## config.mk

```make
export PLATFORM = sky130hd
export DESIGN_NAME = waveform_preview_resampler_top
export DESIGN_NICKNAME = d
export VERILOG_FILES = /design/src/hdl/wpr_pkg.sv /design/src/hdl/wpr_divider.sv /design/src/hdl/wpr_datapath.sv /design/src/hdl/wpr_ctrl.sv /design/src/hdl/waveform_preview_resampler_top.sv
export SDC_FILE = /design/constraint.sdc
export NUM_CORES = 1
export LEC_CHECK = 0
export ABC_CLOCK_PERIOD_IN_PS = 11200
export BUFFER_PORTS_ARGS = -buffer_cell sky130_fd_sc_hd__buf_2
export CAP_MARGIN = 30
export CORE_UTILIZATION = 55
export DETAILED_ROUTE_END_ITERATION = 10
export PLACE_DENSITY = 0.71
export SYNTH_ARGS = -nofsm -noshare
export SYNTH_HDL_FRONTEND = slang
export SYNTH_SLANG_ARGS = --single-unit
```

## constraint.sdc

```tcl
create_clock -name clock -period 11.2 [get_ports clock]
set_clock_uncertainty 0.2 [all_clocks]
set_input_delay 0 -clock clock [delete_from_list [all_inputs] [get_ports clock]]
set_output_delay 0 -clock clock [all_outputs]
set_load 0.02 [all_outputs]
```

## src/hdl/wpr_pkg.sv

```systemverilog
// Shared package of the waveform preview resampler.
// Widths, mode codes and the command/status bundles between controller and datapath.
// No dependencies.
package wpr_pkg;

   localparam int COUNT_W     = 16;               // in_count, out_count and run counters
   localparam int SAMPLE_W    = 16;               // PCM sample and preview value
   localparam int SUM_W       = 32;               // magnitude accumulator, divider dividend
   localparam int MAX_REPEAT  = 64;               // out_count is clamped to MAX_REPEAT * in_count
   localparam int MAX_RESULTS = 64;               // most values one sample may give
   localparam int REP_W       = $clog2(MAX_RESULTS + 1);
   localparam int CAP_W       = COUNT_W + $clog2(MAX_REPEAT + 1);
   localparam int REM_W       = COUNT_W + 1;      // boundary remainder
   localparam int CSR_IDX_W   = 8;

   localparam logic [CSR_IDX_W-1:0] CSR_IN_COUNT  = CSR_IDX_W'(0);
   localparam logic [CSR_IDX_W-1:0] CSR_OUT_COUNT = CSR_IDX_W'(1);

   typedef enum logic [1:0] {
      MODE_NONE    = 2'd0,
      MODE_EQUAL   = 2'd1,
      MODE_SHRINK  = 2'd2,
      MODE_STRETCH = 2'd3
   } mode_type;

   typedef struct packed {
      logic ratio_load;   // latch run geometry, start ratio divide
      logic ratio_take;   // latch quotient and remainder of the ratio
      logic take_item;    // capture a sample transfer
      logic advance;      // accumulate, step the candidate boundary
      logic find_end;     // round and clip the candidate boundary
      logic plan_reps;    // commit boundary, load repeat count
      logic mean_start;   // start the batch mean divide
      logic mean_emit;    // hand the mean to the output register
      logic rep_emit;     // hand one repeated magnitude to the output register
      logic finish;       // close the run after its last sample
   } cmd_type;

   typedef struct packed {
      logic     div_done;
      logic     out_free;
      logic     mean_due;
      logic     reps_left;
      mode_type mode;
   } status_type;

endpackage

```

## src/hdl/wpr_divider.sv

```systemverilog
// Shared iterative restoring divider, one quotient bit per cycle.
// Divides the ratio of the counts and the batch magnitude sum.
// Depends on wpr_pkg.
module wpr_divider (
   input  logic                         clock,
   input  logic                         reset,
   input  logic                         start,
   input  logic [wpr_pkg::SUM_W-1:0]    dividend,
   input  logic [wpr_pkg::COUNT_W-1:0]  divisor,
   output logic                         done,
   output logic [wpr_pkg::SUM_W-1:0]    quotient,
   output logic [wpr_pkg::COUNT_W-1:0]  remainder
);
   import wpr_pkg::*;

   localparam int STEP_W = $clog2(SUM_W + 1);

   logic [SUM_W-1:0]   quo_ff, quo_in;
   logic [COUNT_W-1:0] rem_ff, rem_in;
   logic [COUNT_W-1:0] dvs_ff, dvs_in;
   logic [STEP_W-1:0]  step_ff, step_in;
   logic               busy_ff, busy_in;
   logic               done_ff, done_in;

   logic [COUNT_W:0]   shifted;
   logic               fits;

   assign shifted = {rem_ff, quo_ff[SUM_W-1]};
   assign fits    = shifted >= {1'b0, dvs_ff};

   always_comb begin
      quo_in  = quo_ff;
      rem_in  = rem_ff;
      dvs_in  = dvs_ff;
      step_in = step_ff;
      busy_in = busy_ff;
      done_in = done_ff;
      if (start) begin
         quo_in  = dividend;
         rem_in  = '0;
         dvs_in  = divisor;
         step_in = STEP_W'(SUM_W);
         busy_in = 1'b1;
         done_in = 1'b0;
      end else if (busy_ff) begin
         quo_in  = {quo_ff[SUM_W-2:0], fits};
         rem_in  = fits ? COUNT_W'(shifted - {1'b0, dvs_ff}) : shifted[COUNT_W-1:0];
         step_in = step_ff - STEP_W'(1);
         if (step_ff == STEP_W'(1)) begin
            busy_in = 1'b0;
            done_in = 1'b1;
         end
      end
   end

   always_ff @(posedge clock) begin
      if (reset) begin
         busy_ff <= 1'b0;
         done_ff <= 1'b0;
      end else begin
         busy_ff <= busy_in;
         done_ff <= done_in;
      end
   end

   always_ff @(posedge clock) begin
      quo_ff  <= quo_in;
      rem_ff  <= rem_in;
      dvs_ff  <= dvs_in;
      step_ff <= step_in;
   end

   assign done      = done_ff;
   assign quotient  = quo_ff;
   assign remainder = rem_ff;

endmodule

```

## src/hdl/wpr_datapath.sv

```systemverilog
// Datapath of the waveform preview resampler: count registers, run state,
// exact boundary tracking, batch accumulation and the output register.
// Depends on wpr_pkg and wpr_divider.
module wpr_datapath (
   input  logic                            clock,
   input  logic                            reset,
   input  wpr_pkg::cmd_type                cmd,
   output wpr_pkg::status_type             status,
   input  logic                            csr_write,
   input  logic [wpr_pkg::CSR_IDX_W-1:0]   csr_index,
   input  logic [wpr_pkg::COUNT_W-1:0]     csr_data,
   input  logic [wpr_pkg::SAMPLE_W-1:0]    sample,
   output logic                            rsp_tvalid,
   input  logic                            rsp_tready,
   output logic [wpr_pkg::SAMPLE_W-1:0]    rsp_tdata,
   output logic                            rsp_tlast
);
   import wpr_pkg::*;

   // configuration and run geometry
   logic [COUNT_W-1:0]  in_count_ff, in_count_in;
   logic [COUNT_W-1:0]  out_count_ff, out_count_in;
   logic [COUNT_W-1:0]  m_ff, m_in;
   logic [COUNT_W-1:0]  lng_ff, lng_in;
   logic [COUNT_W-1:0]  sht_ff, sht_in;
   mode_type            mode_ff, mode_in;
   logic [COUNT_W-1:0]  q_ff, q_in;
   logic [COUNT_W-1:0]  r_ff, r_in;
   // run state
   logic [COUNT_W-1:0]  it_ff, it_in;
   logic [COUNT_W-1:0]  og_ff, og_in;
   logic [COUNT_W-1:0]  bpos_ff, bpos_in;
   logic [REM_W-1:0]    brem_ff, brem_in;
   logic [SUM_W-1:0]    sum_ff, sum_in;
   logic [COUNT_W-1:0]  blen_ff, blen_in;
   logic [REP_W-1:0]    reps_ff, reps_in;
   // per item
   logic [SAMPLE_W-1:0] mag_ff, mag_in;
   logic [REM_W-1:0]    cand_pos_ff, cand_pos_in;
   logic [REM_W-1:0]    cand_rem_ff, cand_rem_in;
   logic [COUNT_W-1:0]  bound_end_ff, bound_end_in;
   // output register
   logic                rsp_valid_ff, rsp_valid_in;
   logic [SAMPLE_W-1:0] rsp_value_ff, rsp_value_in;
   logic                rsp_last_ff, rsp_last_in;

   logic [CAP_W-1:0]    cap_c;
   logic [COUNT_W-1:0]  m_c, lng_c, sht_c;
   mode_type            mode_c;
   logic [SAMPLE_W-1:0] mag_c;
   logic [REM_W-1:0]    pos_sum, pos_sum_inc, rem_sum;
   logic [REM_W:0]      rem_wrap;
   logic [REM_W:0]      end_raw;
   logic [REM_W-1:0]    gap;
   logic [COUNT_W-1:0]  og_inc;
   logic                out_free;

   logic                div_start, div_done;
   logic [SUM_W-1:0]    div_dividend, div_quo;
   logic [COUNT_W-1:0]  div_divisor, div_rem;

   // effective out_count and which side is longer
   assign cap_c = CAP_W'(in_count_ff) * CAP_W'(MAX_REPEAT);
   assign m_c   = (CAP_W'(out_count_ff) > cap_c) ? cap_c[COUNT_W-1:0] : out_count_ff;

   always_comb begin
      if (in_count_ff == '0 || m_c == '0) begin
         mode_c = MODE_NONE;
      end else if (in_count_ff > m_c) begin
         mode_c = MODE_SHRINK;
      end else if (in_count_ff < m_c) begin
         mode_c = MODE_STRETCH;
      end else begin
         mode_c = MODE_EQUAL;
      end
   end

   assign lng_c = (mode_c == MODE_SHRINK) ? in_count_ff : m_c;
   assign sht_c = (mode_c == MODE_SHRINK) ? m_c : in_count_ff;

   // magnitude; the most negative sample wraps onto itself
   assign mag_c = sample[SAMPLE_W-1] ? (~sample + SAMPLE_W'(1)) : sample;

   // candidate boundary: previous one plus quotient and remainder of L/S
   assign pos_sum     = {1'b0, bpos_ff} + {1'b0, q_ff};
   assign pos_sum_inc = pos_sum + REM_W'(1);
   assign rem_sum     = brem_ff + {1'b0, r_ff};
   assign rem_wrap    = {1'b0, rem_sum} - (REM_W + 1)'(sht_ff);

   // round half up, clip to the longer side
   assign end_raw = {1'b0, cand_pos_ff}
                  + (REM_W + 1)'({cand_rem_ff, 1'b0} >= (REM_W + 1)'(sht_ff));

   assign gap      = {1'b0, bound_end_ff} - {1'b0, og_ff};
   assign og_inc   = og_ff + COUNT_W'(1);
   assign out_free = !rsp_valid_ff || rsp_tready;

   assign div_start    = cmd.ratio_load || cmd.mean_start;
   assign div_dividend = cmd.ratio_load ? SUM_W'(lng_c) : sum_ff;
   assign div_divisor  = cmd.ratio_load ? sht_c : blen_ff;

   wpr_divider u_divider (
      .clock     (clock),
      .reset     (reset),
      .start     (div_start),
      .dividend  (div_dividend),
      .divisor   (div_divisor),
      .done      (div_done),
      .quotient  (div_quo),
      .remainder (div_rem)
   );

   always_comb begin
      in_count_in  = in_count_ff;
      out_count_in = out_count_ff;
      m_in         = m_ff;
      lng_in       = lng_ff;
      sht_in       = sht_ff;
      mode_in      = mode_ff;
      q_in         = q_ff;
      r_in         = r_ff;
      it_in        = it_ff;
      og_in        = og_ff;
      bpos_in      = bpos_ff;
      brem_in      = brem_ff;
      sum_in       = sum_ff;
      blen_in      = blen_ff;
      reps_in      = reps_ff;
      mag_in       = mag_ff;
      cand_pos_in  = cand_pos_ff;
      cand_rem_in  = cand_rem_ff;
      bound_end_in = bound_end_ff;
      rsp_valid_in = rsp_valid_ff && !rsp_tready;
      rsp_value_in = rsp_value_ff;
      rsp_last_in  = rsp_last_ff;

      if (cmd.ratio_load) begin
         m_in    = m_c;
         lng_in  = lng_c;
         sht_in  = sht_c;
         mode_in = mode_c;
      end

      if (cmd.ratio_take) begin
         q_in = div_quo[COUNT_W-1:0];
         r_in = div_rem;
      end

      if (cmd.take_item) begin
         mag_in = mag_c;
         if (mode_ff != MODE_NONE) begin
            it_in = it_ff + COUNT_W'(1);
         end
      end

      if (cmd.advance) begin
         if (mode_ff == MODE_SHRINK) begin
            sum_in  = sum_ff + SUM_W'(mag_ff);
            blen_in = blen_ff + COUNT_W'(1);
         end
         if (!rem_wrap[REM_W]) begin
            cand_rem_in = rem_wrap[REM_W-1:0];
            cand_pos_in = pos_sum_inc;
         end else begin
            cand_rem_in = rem_sum;
            cand_pos_in = pos_sum;
         end
      end

      if (cmd.find_end) begin
         bound_end_in = (end_raw > (REM_W + 1)'(lng_ff)) ? lng_ff : end_raw[COUNT_W-1:0];
      end

      if (cmd.plan_reps) begin
         bpos_in = cand_pos_ff[COUNT_W-1:0];
         brem_in = cand_rem_ff;
         if (bound_end_ff <= og_ff) begin
            reps_in = '0;
         end else if (gap > REM_W'(MAX_RESULTS)) begin
            reps_in = REP_W'(MAX_RESULTS);
         end else begin
            reps_in = gap[REP_W-1:0];
         end
      end

      if (cmd.mean_emit) begin
         bpos_in      = cand_pos_ff[COUNT_W-1:0];
         brem_in      = cand_rem_ff;
         og_in        = og_inc;
         sum_in       = '0;
         blen_in      = '0;
         rsp_valid_in = 1'b1;
         rsp_value_in = div_quo[SAMPLE_W-1:0];
         rsp_last_in  = (og_inc == m_ff);
      end

      if (cmd.rep_emit) begin
         og_in        = og_inc;
         reps_in      = reps_ff - REP_W'(1);
         rsp_valid_in = 1'b1;
         rsp_value_in = mag_ff;
         rsp_last_in  = (og_inc == m_ff);
      end

      // end of run, or a write to either count register: start a fresh run
      if ((cmd.finish && it_ff == in_count_ff) ||
          (csr_write && (csr_index == CSR_IN_COUNT || csr_index == CSR_OUT_COUNT))) begin
         it_in   = '0;
         og_in   = '0;
         bpos_in = '0;
         brem_in = '0;
         sum_in  = '0;
         blen_in = '0;
      end

      if (csr_write) begin
         unique case (csr_index)
            CSR_IN_COUNT:  in_count_in  = csr_data;
            CSR_OUT_COUNT: out_count_in = csr_data;
            default: ;
         endcase
      end
   end

   always_ff @(posedge clock) begin
      if (reset) begin
         in_count_ff  <= COUNT_W'(1);
         out_count_ff <= COUNT_W'(1);
         mode_ff      <= MODE_NONE;
         it_ff        <= '0;
         og_ff        <= '0;
         bpos_ff      <= '0;
         brem_ff      <= '0;
         sum_ff       <= '0;
         blen_ff      <= '0;
         reps_ff      <= '0;
         rsp_valid_ff <= 1'b0;
      end else begin
         in_count_ff  <= in_count_in;
         out_count_ff <= out_count_in;
         mode_ff      <= mode_in;
         it_ff        <= it_in;
         og_ff        <= og_in;
         bpos_ff      <= bpos_in;
         brem_ff      <= brem_in;
         sum_ff       <= sum_in;
         blen_ff      <= blen_in;
         reps_ff      <= reps_in;
         rsp_valid_ff <= rsp_valid_in;
      end
   end

   always_ff @(posedge clock) begin
      m_ff         <= m_in;
      lng_ff       <= lng_in;
      sht_ff       <= sht_in;
      q_ff         <= q_in;
      r_ff         <= r_in;
      mag_ff       <= mag_in;
      cand_pos_ff  <= cand_pos_in;
      cand_rem_ff  <= cand_rem_in;
      bound_end_ff <= bound_end_in;
      rsp_value_ff <= rsp_value_in;
      rsp_last_ff  <= rsp_last_in;
   end

   assign status.div_done  = div_done;
   assign status.out_free  = out_free;
   assign status.mean_due  = (it_ff >= bound_end_ff) && (blen_ff != '0);
   assign status.reps_left = (reps_ff != '0);
   assign status.mode      = mode_ff;

   assign rsp_tvalid = rsp_valid_ff;
   assign rsp_tdata  = rsp_value_ff;
   assign rsp_tlast  = rsp_last_ff;

`ifndef SYNTHESIS
   // committed remainder stays below the shorter count
   a_rem_bounded: assert property (@(posedge clock) disable iff (reset)
      (mode_ff == MODE_SHRINK || mode_ff == MODE_STRETCH) |-> brem_ff < REM_W'(sht_ff))
      else $error("boundary remainder reached the shorter count");

   // never more preview values than the effective out_count
   a_outputs_bounded: assert property (@(posedge clock) disable iff (reset)
      (mode_ff == MODE_SHRINK || mode_ff == MODE_STRETCH) |-> og_ff <= m_ff)
      else $error("more preview values given than out_count");
`endif

endmodule

```

## src/hdl/wpr_ctrl.sv

```systemverilog
// Controller of the waveform preview resampler: sequences ratio set-up,
// sample steps, divider use and value emission. Depends on wpr_pkg.
module wpr_ctrl (
   input  logic                 clock,
   input  logic                 reset,
   input  logic                 csr_valid,
   output logic                 csr_ready,
   input  logic                 req_tvalid,
   output logic                 req_tready,
   input  wpr_pkg::status_type  status,
   output wpr_pkg::cmd_type     cmd
);
   import wpr_pkg::*;

   typedef enum logic [9:0] {
      ST_RSTART     = 10'b0000000001,
      ST_RWAIT      = 10'b0000000010,
      ST_IDLE       = 10'b0000000100,
      ST_ADV        = 10'b0000001000,
      ST_END        = 10'b0000010000,
      ST_DECIDE     = 10'b0000100000,
      ST_MEAN_START = 10'b0001000000,
      ST_MEAN_WAIT  = 10'b0010000000,
      ST_EMIT       = 10'b0100000000,
      ST_FINISH     = 10'b1000000000
   } state_type;

   state_type state_ff, state_in;
   logic      csr_write;
   logic      req_take;

   assign csr_ready  = (state_ff == ST_IDLE) || (state_ff == ST_RSTART) ||
                       (state_ff == ST_RWAIT);
   assign req_tready = (state_ff == ST_IDLE) && !csr_valid;
   assign csr_write  = csr_valid && csr_ready;
   assign req_take   = req_tvalid && req_tready;

   always_comb begin
      state_in = state_ff;
      cmd      = '0;
      unique case (state_ff)
         ST_RSTART: begin
            // a write here changes the counts under the divide: redo the set-up
            cmd.ratio_load = 1'b1;
            state_in       = csr_write ? ST_RSTART : ST_RWAIT;
         end
         ST_RWAIT: begin
            if (csr_write) begin
               state_in = ST_RSTART;
            end else if (status.div_done) begin
               cmd.ratio_take = 1'b1;
               state_in       = ST_IDLE;
            end
         end
         ST_IDLE: begin
            if (csr_write) begin
               state_in = ST_RSTART;
            end else if (req_take) begin
               cmd.take_item = 1'b1;
               state_in      = (status.mode == MODE_NONE) ? ST_IDLE : ST_ADV;
            end
         end
         ST_ADV: begin
            cmd.advance = 1'b1;
            state_in    = (status.mode == MODE_EQUAL) ? ST_FINISH : ST_END;
         end
         ST_END: begin
            cmd.find_end = 1'b1;
            state_in     = ST_DECIDE;
         end
         ST_DECIDE: begin
            if (status.mode == MODE_STRETCH) begin
               cmd.plan_reps = 1'b1;
               state_in      = ST_EMIT;
            end else if (status.mean_due) begin
               state_in = ST_MEAN_START;
            end else begin
               state_in = ST_FINISH;
            end
         end
         ST_MEAN_START: begin
            cmd.mean_start = 1'b1;
            state_in       = ST_MEAN_WAIT;
         end
         ST_MEAN_WAIT: begin
            if (status.div_done && status.out_free) begin
               cmd.mean_emit = 1'b1;
               state_in      = ST_FINISH;
            end
         end
         ST_EMIT: begin
            if (!status.reps_left) begin
               state_in = ST_FINISH;
            end else if (status.out_free) begin
               cmd.rep_emit = 1'b1;
            end
         end
         ST_FINISH: begin
            cmd.finish = 1'b1;
            state_in   = ST_IDLE;
         end
         default: begin
            state_in = ST_RSTART;
         end
      endcase
   end

   always_ff @(posedge clock) begin
      if (reset) begin
         state_ff <= ST_RSTART;
      end else begin
         state_ff <= state_in;
      end
   end

`ifndef SYNTHESIS
   // a register write always recomputes the ratio
   a_cfg_restarts: assert property (@(posedge clock) disable iff (reset)
      csr_write |=> state_ff == ST_RSTART)
      else $error("register write did not restart the ratio set-up");

   // samples are taken only once the divider holds a finished result
   a_take_after_ratio: assert property (@(posedge clock) disable iff (reset)
      req_take |-> status.div_done)
      else $error("sample taken while the divider was busy");

   // a value is only loaded into a free output register
   a_emit_free: assert property (@(posedge clock) disable iff (reset)
      (cmd.mean_emit || cmd.rep_emit) |-> status.out_free)
      else $error("value loaded over an unaccepted result");
`endif

endmodule

```

## src/hdl/waveform_preview_resampler_top.sv

```systemverilog
// Waveform preview resampler, top level.
// Depends on wpr_pkg, wpr_ctrl and wpr_datapath (with wpr_divider).
//  - Write in_count (index 0) and out_count (index 1) on the csr_ channel while
//    the block is idle; each write starts a new run. The ratio of the counts is
//    then set up on the shared divider before samples are taken.
//  - Stream in_count samples on req_; after the last one the run restarts by itself.
//  - Preview values leave on rsp_, rsp_tlast marking the final value of the run.
//    Shrinking gives one truncated mean of magnitudes per batch, stretching
//    repeats each magnitude over its batch, equal counts give nothing.
//  - Samples: one sample is worked at a time. A shrink sample that closes a
//    batch also waits for the mean divide (32-step divider), a stretched sample
//    for each repeated value; equal counts and a zero count do neither.
//  - The first value of a sample is registered on rsp_ after the advance, end,
//    decide and emit states when stretching, after the mean divide when shrinking.
//  - A stalled receiver holds the output register; the controller waits for it
//    before loading another value, and the next sample may already be taken
//    while the last result waits.
//  - Reset (synchronous, active high) sets both counts to 1, clears the run and
//    runs the ratio set-up before the first sample is accepted.
module waveform_preview_resampler_top (
   input  logic                            clock,
   input  logic                            reset,
   // sample input
   input  logic                            req_tvalid,
   output logic                            req_tready,
   input  logic [wpr_pkg::SAMPLE_W-1:0]    req_tdata,   // [15:0] sample
   // preview output
   output logic                            rsp_tvalid,
   input  logic                            rsp_tready,
   output logic [wpr_pkg::SAMPLE_W-1:0]    rsp_tdata,   // [15:0] value
   output logic                            rsp_tlast,
   // register writes
   input  logic                            csr_valid,
   output logic                            csr_ready,
   input  logic [wpr_pkg::CSR_IDX_W-1:0]   csr_index,
   input  logic [wpr_pkg::COUNT_W-1:0]     csr_data
);
   import wpr_pkg::*;

   cmd_type    cmd;
   status_type status;
   logic       csr_write;

   // a register transfer updates the datapath in the same edge the controller sees it
   assign csr_write = csr_valid && csr_ready;

   wpr_ctrl u_ctrl (
      .clock      (clock),
      .reset      (reset),
      .csr_valid  (csr_valid),
      .csr_ready  (csr_ready),
      .req_tvalid (req_tvalid),
      .req_tready (req_tready),
      .status     (status),
      .cmd        (cmd)
   );

   wpr_datapath u_datapath (
      .clock      (clock),
      .reset      (reset),
      .cmd        (cmd),
      .status     (status),
      .csr_write  (csr_write),
      .csr_index  (csr_index),
      .csr_data   (csr_data),
      .sample     (req_tdata),
      .rsp_tvalid (rsp_tvalid),
      .rsp_tready (rsp_tready),
      .rsp_tdata  (rsp_tdata),
      .rsp_tlast  (rsp_tlast)
   );

endmodule
```

== Word-level counts from Yosys, hierarchy flattened ==
Index checks and enable logic that the tools add are counted.

* Output and inout port bits: 20
* Input bits: 45
* Word-level logic and storage cells: 178
* Bits in registers: 400

* Eq/ne operators: 22
* Reductions and logical operators: 38
* Mux-type cells: 64
* Bitwise logic cells: 1
* Order comparisons: 9
* Add/subtract/negate cells: 14

{| class="wikitable"
|+ Operator list
! operator !! number
|-
| $mux 16 || 12
|-
| $pmux 10 s10 || 1
|-
| $mux 32 || 3
|-
| $mux 10 || 9
|-
| $mux 17 || 4
|-
| $add 16x1->16 const B || 4
|-
| $add 32x16->32 || 1
|-
| $eq 16x16->1 || 2
|-
| $logic_not 16->1 || 2
|-
| $mux 7 || 4
|-
| $mux 1 || 25
|-
| $gt 16x22->1 || 1
|-
| $add 17x1->18 || 1
|-
| $ge 18x16->1 || 1
|-
| $gt 18x16->1 || 1
|-
| $sub 17x16->18 || 1
|-
| $add 16x16->17 || 1
|-
| $add 17x1->17 const B || 1
|-
| $add 17x16->17 || 1
|-
| $ge 17x16->1 || 1
|-
| $gt 17x7->1 const B || 1
|-
| $sub 16x16->17 || 1
|-
| $ge 16x16->1 || 1
|-
| $gt 16x16->1 || 1
|-
| 38 further kinds || 68
|}

== Longest topological paths before layout ==
* Depth in word-level cells: 10
* Gate-level depth with buffers: 26
* Mapped depth without buffers: 25

== Cells and area by module ==
A second synthesis with hierarchy kept.

* Cell total of the unflattened synthesis: 2498
* Area total of the unflattened synthesis: 24298.3 µm²

{| class="wikitable"
|+ By module, submodules not included
! module !! area each (µm²) !! sequential area each (µm²) !! times used !! cells each
|-
| wpr_datapath || 19769.0 || 7997.7 || 1 || 2068
|-
| wpr_divider || 3761.1 || 1921.8 || 1 || 330
|-
| wpr_ctrl || 762.0 || 200.2 || 1 || 99
|-
| waveform_preview_resampler_top || 6.3 || 0.0 || 1 || 1
|}

== Worst setup path after synthesis ==
Ideal clock, no wire load.

* Path type: register to register
* Start: register u_datapath.sht_ff[1]
* End: register u_datapath.bound_end_ff[10], data pin
* Data required time: 10.740 ns
* Clock period less this slack: 5.094 ns
* Buffers on the path: 1
* Data arrival time: 4.634 ns
* Cell stages (with the launch flop): 26
* Setup slack: 6.106 ns
* Library setup time: 0.260 ns
* Cell sequence: edfxtp_1 > inv_1 > ha_1 > nor2b_1 > o21a_1 > o21a_1 > o21ai_0 > nand2b_1 > a31oi_1 > o21ai_0 > a41oi_1 > a31oi_1 > ha_1 > ha_1 > nand2_1 > nor2_1 > and3_1 > xor2_1 > ha_1 > and4_1 > a221o_1 > a21o_1 > a21oi_1 > o21ai_1 > clkbuf_1 > mux2_2

* Longest elaborated chain between the ends: 4

{| class="wikitable"
|+ Ends and longest elaborated chain
! what !! line !! text
|-
| start: declaration || wpr_datapath.sv:25 || <nowiki>logic [COUNT_W-1:0] sht_ff, sht_in;</nowiki>
|-
| start signal: assignment || wpr_datapath.sv:256 || <nowiki>sht_ff <= sht_in;</nowiki>
|-
| $ge 18x16->1 (*) || wpr_datapath.sv:92 || <nowiki>+ (REM_W + 1)'({cand_rem_ff, 1'b0} >= (REM_W + 1)'(sht_ff));</nowiki>
|-
| $add 17x1->18 (*) || wpr_datapath.sv:92 ||
|-
| $gt 18x16->1 || wpr_datapath.sv:171 || <nowiki>bound_end_in = (end_raw > (REM_W + 1)'(lng_ff)) ? lng_ff : end_raw[COUNT_W-1:0];</nowiki>
|-
| $mux 16 (*) || wpr_datapath.sv:171 ||
|-
| end signal: assignment || wpr_datapath.sv:262 || <nowiki>bound_end_ff <= bound_end_in;</nowiki>
|-
| end: declaration || wpr_datapath.sv:41 || <nowiki>logic [COUNT_W-1:0] bound_end_ff, bound_end_in;</nowiki>
|}

Mark *: on every way between the ends. The rest lies on a longest branch, timed or not.
A chain may end at the register's enable or synchronous reset.

== Worst setup path after layout ==
* Start: register u_datapath.in_count_ff[9]
* End: register u_datapath.u_divider.quo_ff[0], in the netlist u_datapath.u_divider.quotient[0], data pin

* Longest elaborated chain between the ends: 10
* Elaborated cells between the ends (all ways): 14
* Classes of those cells: order compare (3); eq/ne (1); mux (7); reduce/logical (3)

{| class="wikitable"
|+ Ends and longest elaborated chain
! what !! line !! text
|-
| start: declaration || wpr_datapath.sv:21 || <nowiki>logic [COUNT_W-1:0] in_count_ff, in_count_in;</nowiki>
|-
| start signal: assignment || wpr_datapath.sv:239 || <nowiki>in_count_ff <= in_count_in;</nowiki>
|-
| $gt 16x22->1 (*) || wpr_datapath.sv:64 || <nowiki>assign m_c = (CAP_W'(out_count_ff) > cap_c) ? cap_c[COUNT_W-1:0] : out_count_ff;</nowiki>
|-
| $mux 16 (*) || wpr_datapath.sv:64 ||
|-
| via u_datapath.m_c[9] || wpr_datapath.sv:48 || <nowiki>logic [COUNT_W-1:0] m_c, lng_c, sht_c;</nowiki>
|-
| $lt 16x16->1 || wpr_datapath.sv:71 || <nowiki>end else if (in_count_ff < m_c) begin</nowiki>
|-
| $mux 2 || wpr_datapath.sv:71 ||
|-
| $mux 2 || wpr_datapath.sv:69 || <nowiki>end else if (in_count_ff > m_c) begin</nowiki>
|-
| $mux 2 (*) || wpr_datapath.sv:67 || <nowiki>if (in_count_ff == '0 || m_c == '0) begin</nowiki>
|-
| $eq 2x2->1 (*) || wpr_datapath.sv:78 || <nowiki>assign lng_c = (mode_c == MODE_SHRINK) ? in_count_ff : m_c;</nowiki>
|-
| $mux 16 (*) || wpr_datapath.sv:78 ||
|-
| via u_datapath.lng_c[0] || wpr_datapath.sv:48 ||
|-
| $mux 32 (*) || wpr_datapath.sv:99 || <nowiki>assign div_dividend = cmd.ratio_load ? SUM_W'(lng_c) : sum_ff;</nowiki>
|-
| $mux 32 (*) || wpr_divider.sv:38 || <nowiki>if (start) begin</nowiki>
|-
| via u_datapath.u_divider.quo_in[0] || wpr_divider.sv:18 || <nowiki>logic [SUM_W-1:0] quo_ff, quo_in;</nowiki>
|-
| end signal: assignment || wpr_divider.sv:67 || <nowiki>quo_ff <= quo_in;</nowiki>
|-
| end: declaration || wpr_divider.sv:18 ||
|}

The timed path passes the listed nets; every way through them passes the cells marked *.

==> reports/results.ini <==
[placed_design]
placedCellCount = 3093
dp.final_hpwl_um = 49500
gp_congestion = 0.993
io_buffers = 64

[global_route]
grt_first_pass_wirelength_um = 103000
grt_max_degree = 56
grtUsageTotal_pct = 30.0
antenna_found_initial = 1
grt-ovfl-total = 0
grt_pass1_vias = 18700

[sta]
fmax_ghz = 0.174
setup_viol = 0
post-route-period-util_pct = 51.4
hold_slack_ns = 0.0376
grt_setup_unrepaired = false
hold_viol = 0
maxSlewViolCount = 0
slew_headroom_pct = 34.3
worst_pin_slew_ns = 0.984
tns_ns = 0
post-route-min-period_ns = 5.76

[drt]
drt_first_pass_iters = 5
highest_layer = met4
route.antenna.remaining_nets = 0
drc = 0
met1_length_um = 28900
drt-vias-per-instance = 5.92
dr_wl_met3_um = 5000
routed_wl_um = 66100
routed-wl-met2_um = 29900
wl_per_cell_um = 20.4
num_vias = 19100
drt_first_iter_violations = 1626

[synthesis]
syn_inst = 2504
synthTopCellsByArea = edfxtp_1 (26%), dfxtp_1 (16%), ha_1 (9.5%), xnor2_1 (4.6%), nand2_1 (4.1%)
synth_cell_types = 91
synth_top_cells_by_count = nand2_1 (264), edfxtp_1 (211), nor2_1 (195)
ys_seq_area_share_pct = 42.1
avgSynthCellArea_um2 = 9.60
synth-seq-cells = 400
yosys.area.top_type = edfxtp_1
synth-main-ff-cell = edfxtp_1
synth_area_um2 = 24000
yosys_warnings = 0
synth_edf_count = 211
syn_nets = 2737
synthMostInstantiatedCell = nand2_1
synth-async-reset-ratio_pct = 0
synth_top_area_share_pct = 26.3

[cts]
path_clk_slew_ns = 0.06
cts_tree = built
cts.sinks = 400
postCtsSetupBuffers = 0
clkLatencyLatePin_ns = 0.58
cts_root_buf = clkbuf_16
cts_buffer_depth = 3
h-tree-depth = 2
cts_made_buffers = 44

[layout]
area.sequential_um2 = 10100
fin_cells = 3235
fin_util_pct = 62.7
diodes = 0
multiInputGateArea_um2 = 13000
area_growth_pct = 12.2
nFillCells = 3581
drive_above_1_share_pct = 10.6
layout.nets = 2847

[job]
drv_cap = 0

[die]
fp-row-count = 76
fp.dieW_um = 211
initial_core_util_pct = 55.8
dieHeight_um = 211
core_area_um2 = 43100
die_area_um2 = 44600
io_pins = 65

[setup_path]
crit_arrival_ns = 5.88
criticalPathCategory = register to register
crit_path_start_kind = register
critPathRequiredTime_ns = 11.33
crit_path_max_fanout = 18
cp-end-kind = register

[pwr]
peakVddDrop_mv = 0.110
total_leakage_power_uw = 0.0107
p_per_area_nw_per_um2 = 134

[status]
status = complete, no violations

[min_path]
hold_path.class = primary input to register

==> worst paths after layout <==
check / from / slack, ns / depth (start not counted) / end
setup reg to reg: u_datapath.in_count_ff[9]$_SDFFE_PP0P_ / 5.44 / 18 / u_datapath.u_divider.quotient[0]$_DFFE_PP_
hold reg to reg: u_datapath.bpos_ff[13]$_SDFFE_PP0P_ / 0.26 / 2 / u_datapath.bpos_ff[13]$_SDFFE_PP0P_
setup / recovery: u_datapath.in_count_ff[9]$_SDFFE_PP0P_ / 5.44 / 18 / u_datapath.u_divider.quotient[0]$_DFFE_PP_
hold / removal: csr_data[10] / 0.04 / 4 / u_datapath.out_count_ff[10]$_SDFFE_PP0P_
==> metrics by stage <==
step           area [um2]  setup WS [ns]  total power (uW)
2_1_floorplan       24000           6.11              2060
3_3_place_gp        24900           5.44              2200
3_5_place_dp        25000           5.56              2210
4_1_cts             27000           5.52              3650
5_1_grt             27000           5.15              3760
6_report            27000           5.44              3630
==> critical path: stages (launching register included) <==
cell and delay, ns:
dfxtp_1 0.51, inv_1 0.14, ha_1 0.33, nand2_1 0.10
nor4_1 0.06, a211o_1 0.27, a41oi_2 0.76, mux2_2 0.43
inv_1 0.12, ha_1 0.18, nand4_1 0.12, nor2_1 0.15
and3_1 0.21, a21boi_0 0.25, o21ai_0 0.22, nor2b_4 0.51
buf_16 0.24, mux2_2 0.37, a221o_1 0.32
==> what timing repair did <==
action | 4_1_cts | 5_1_grt
resized for setup | 0 | 0
hold endpoints to repair | 84 | 0
hold buffers | 60 | 0
==> layer usage <==
metal,GRT usage (%),vias to the layer above
met4,10.6,0
met5,0,-
met3,6.27,130
met1,39.9,9199
li1,-,9212
met2,48.3,600
==> kinds of logic (layout without fill, tap and decap cells) <==
kind of cell	Yosys count	after routing	synth area share, %
xor gates and xnor gates	196	196	7.14
muxes	143	143	6.45
AOI/OAI and AO/OA	526	526	13.8
DFF	400	400	42.1
buffers and inverters	245	391	4.16
adders and majority gates	188	188	9.97
and+or+nand+nor	806	806	16.4
==> cell type report <==
cell class / count / share of cell area, %
inverter: 163 / 2.27
timing repair buffer: 146 / 4.24
clock inverter: 22 / 0.552
clock buffer: 60 / 4.64
tap: 585 / 2.71
multi-input combinational: 1859 / 48.1
sequential: 400 / 37.5
==> cell usage in the layout (no fill, tap or decap), types with 10 or more instances in the layout <==
| cell type | n |
|---|---|
| a211oi_1 | 18 |
| a21o_1 | 45 |
| a21oi_1 | 187 |
| a22o_1 | 10 |
| a31oi_1 | 21 |
| and2_1 | 15 |
| and3_1 | 30 |
| buf_2 | 65 |
| buf_4 | 17 |
| clkbuf_16 | 46 |
| dfxtp_1 | 189 |
| dlygate4sd3_1 | 60 |
| edfxtp_1 | 211 |
| ha_1 | 182 |
| inv_1 | 160 |
| mux2_2 | 70 |
| mux2i_1 | 65 |
| nand2_1 | 264 |
| nand2b_1 | 23 |
| nand3_1 | 48 |
| nand4_1 | 38 |
| nor2_1 | 192 |
| nor2b_1 | 30 |
| nor3_1 | 41 |
| nor4_1 | 25 |
| o211ai_1 | 16 |
| o21a_1 | 27 |
| o21ai_0 | 106 |
| o21bai_1 | 12 |
| or2_2 | 10 |
| or3_1 | 22 |
| or4_1 | 15 |
| xnor2_1 | 127 |
| xor2_1 | 69 |
==> state kept, by name, indices dropped and copies added (netlist names), 17 cells and up <==
register / count
u_datapath.cand_pos_ff: 17
u_datapath.brem_ff: 17
u_datapath.cand_rem_ff: 17
u_datapath.u_divider.quotient: 32
u_datapath.sum_ff: 32
==> power breakdown <==
part	total [uW]	internal [uW]	switching (uW)
registers	1710	1640	72.0
clock network	1420	810	612
logic	496	214	282
total	3630	2660	966
Power figures use the tool's default switching activity.
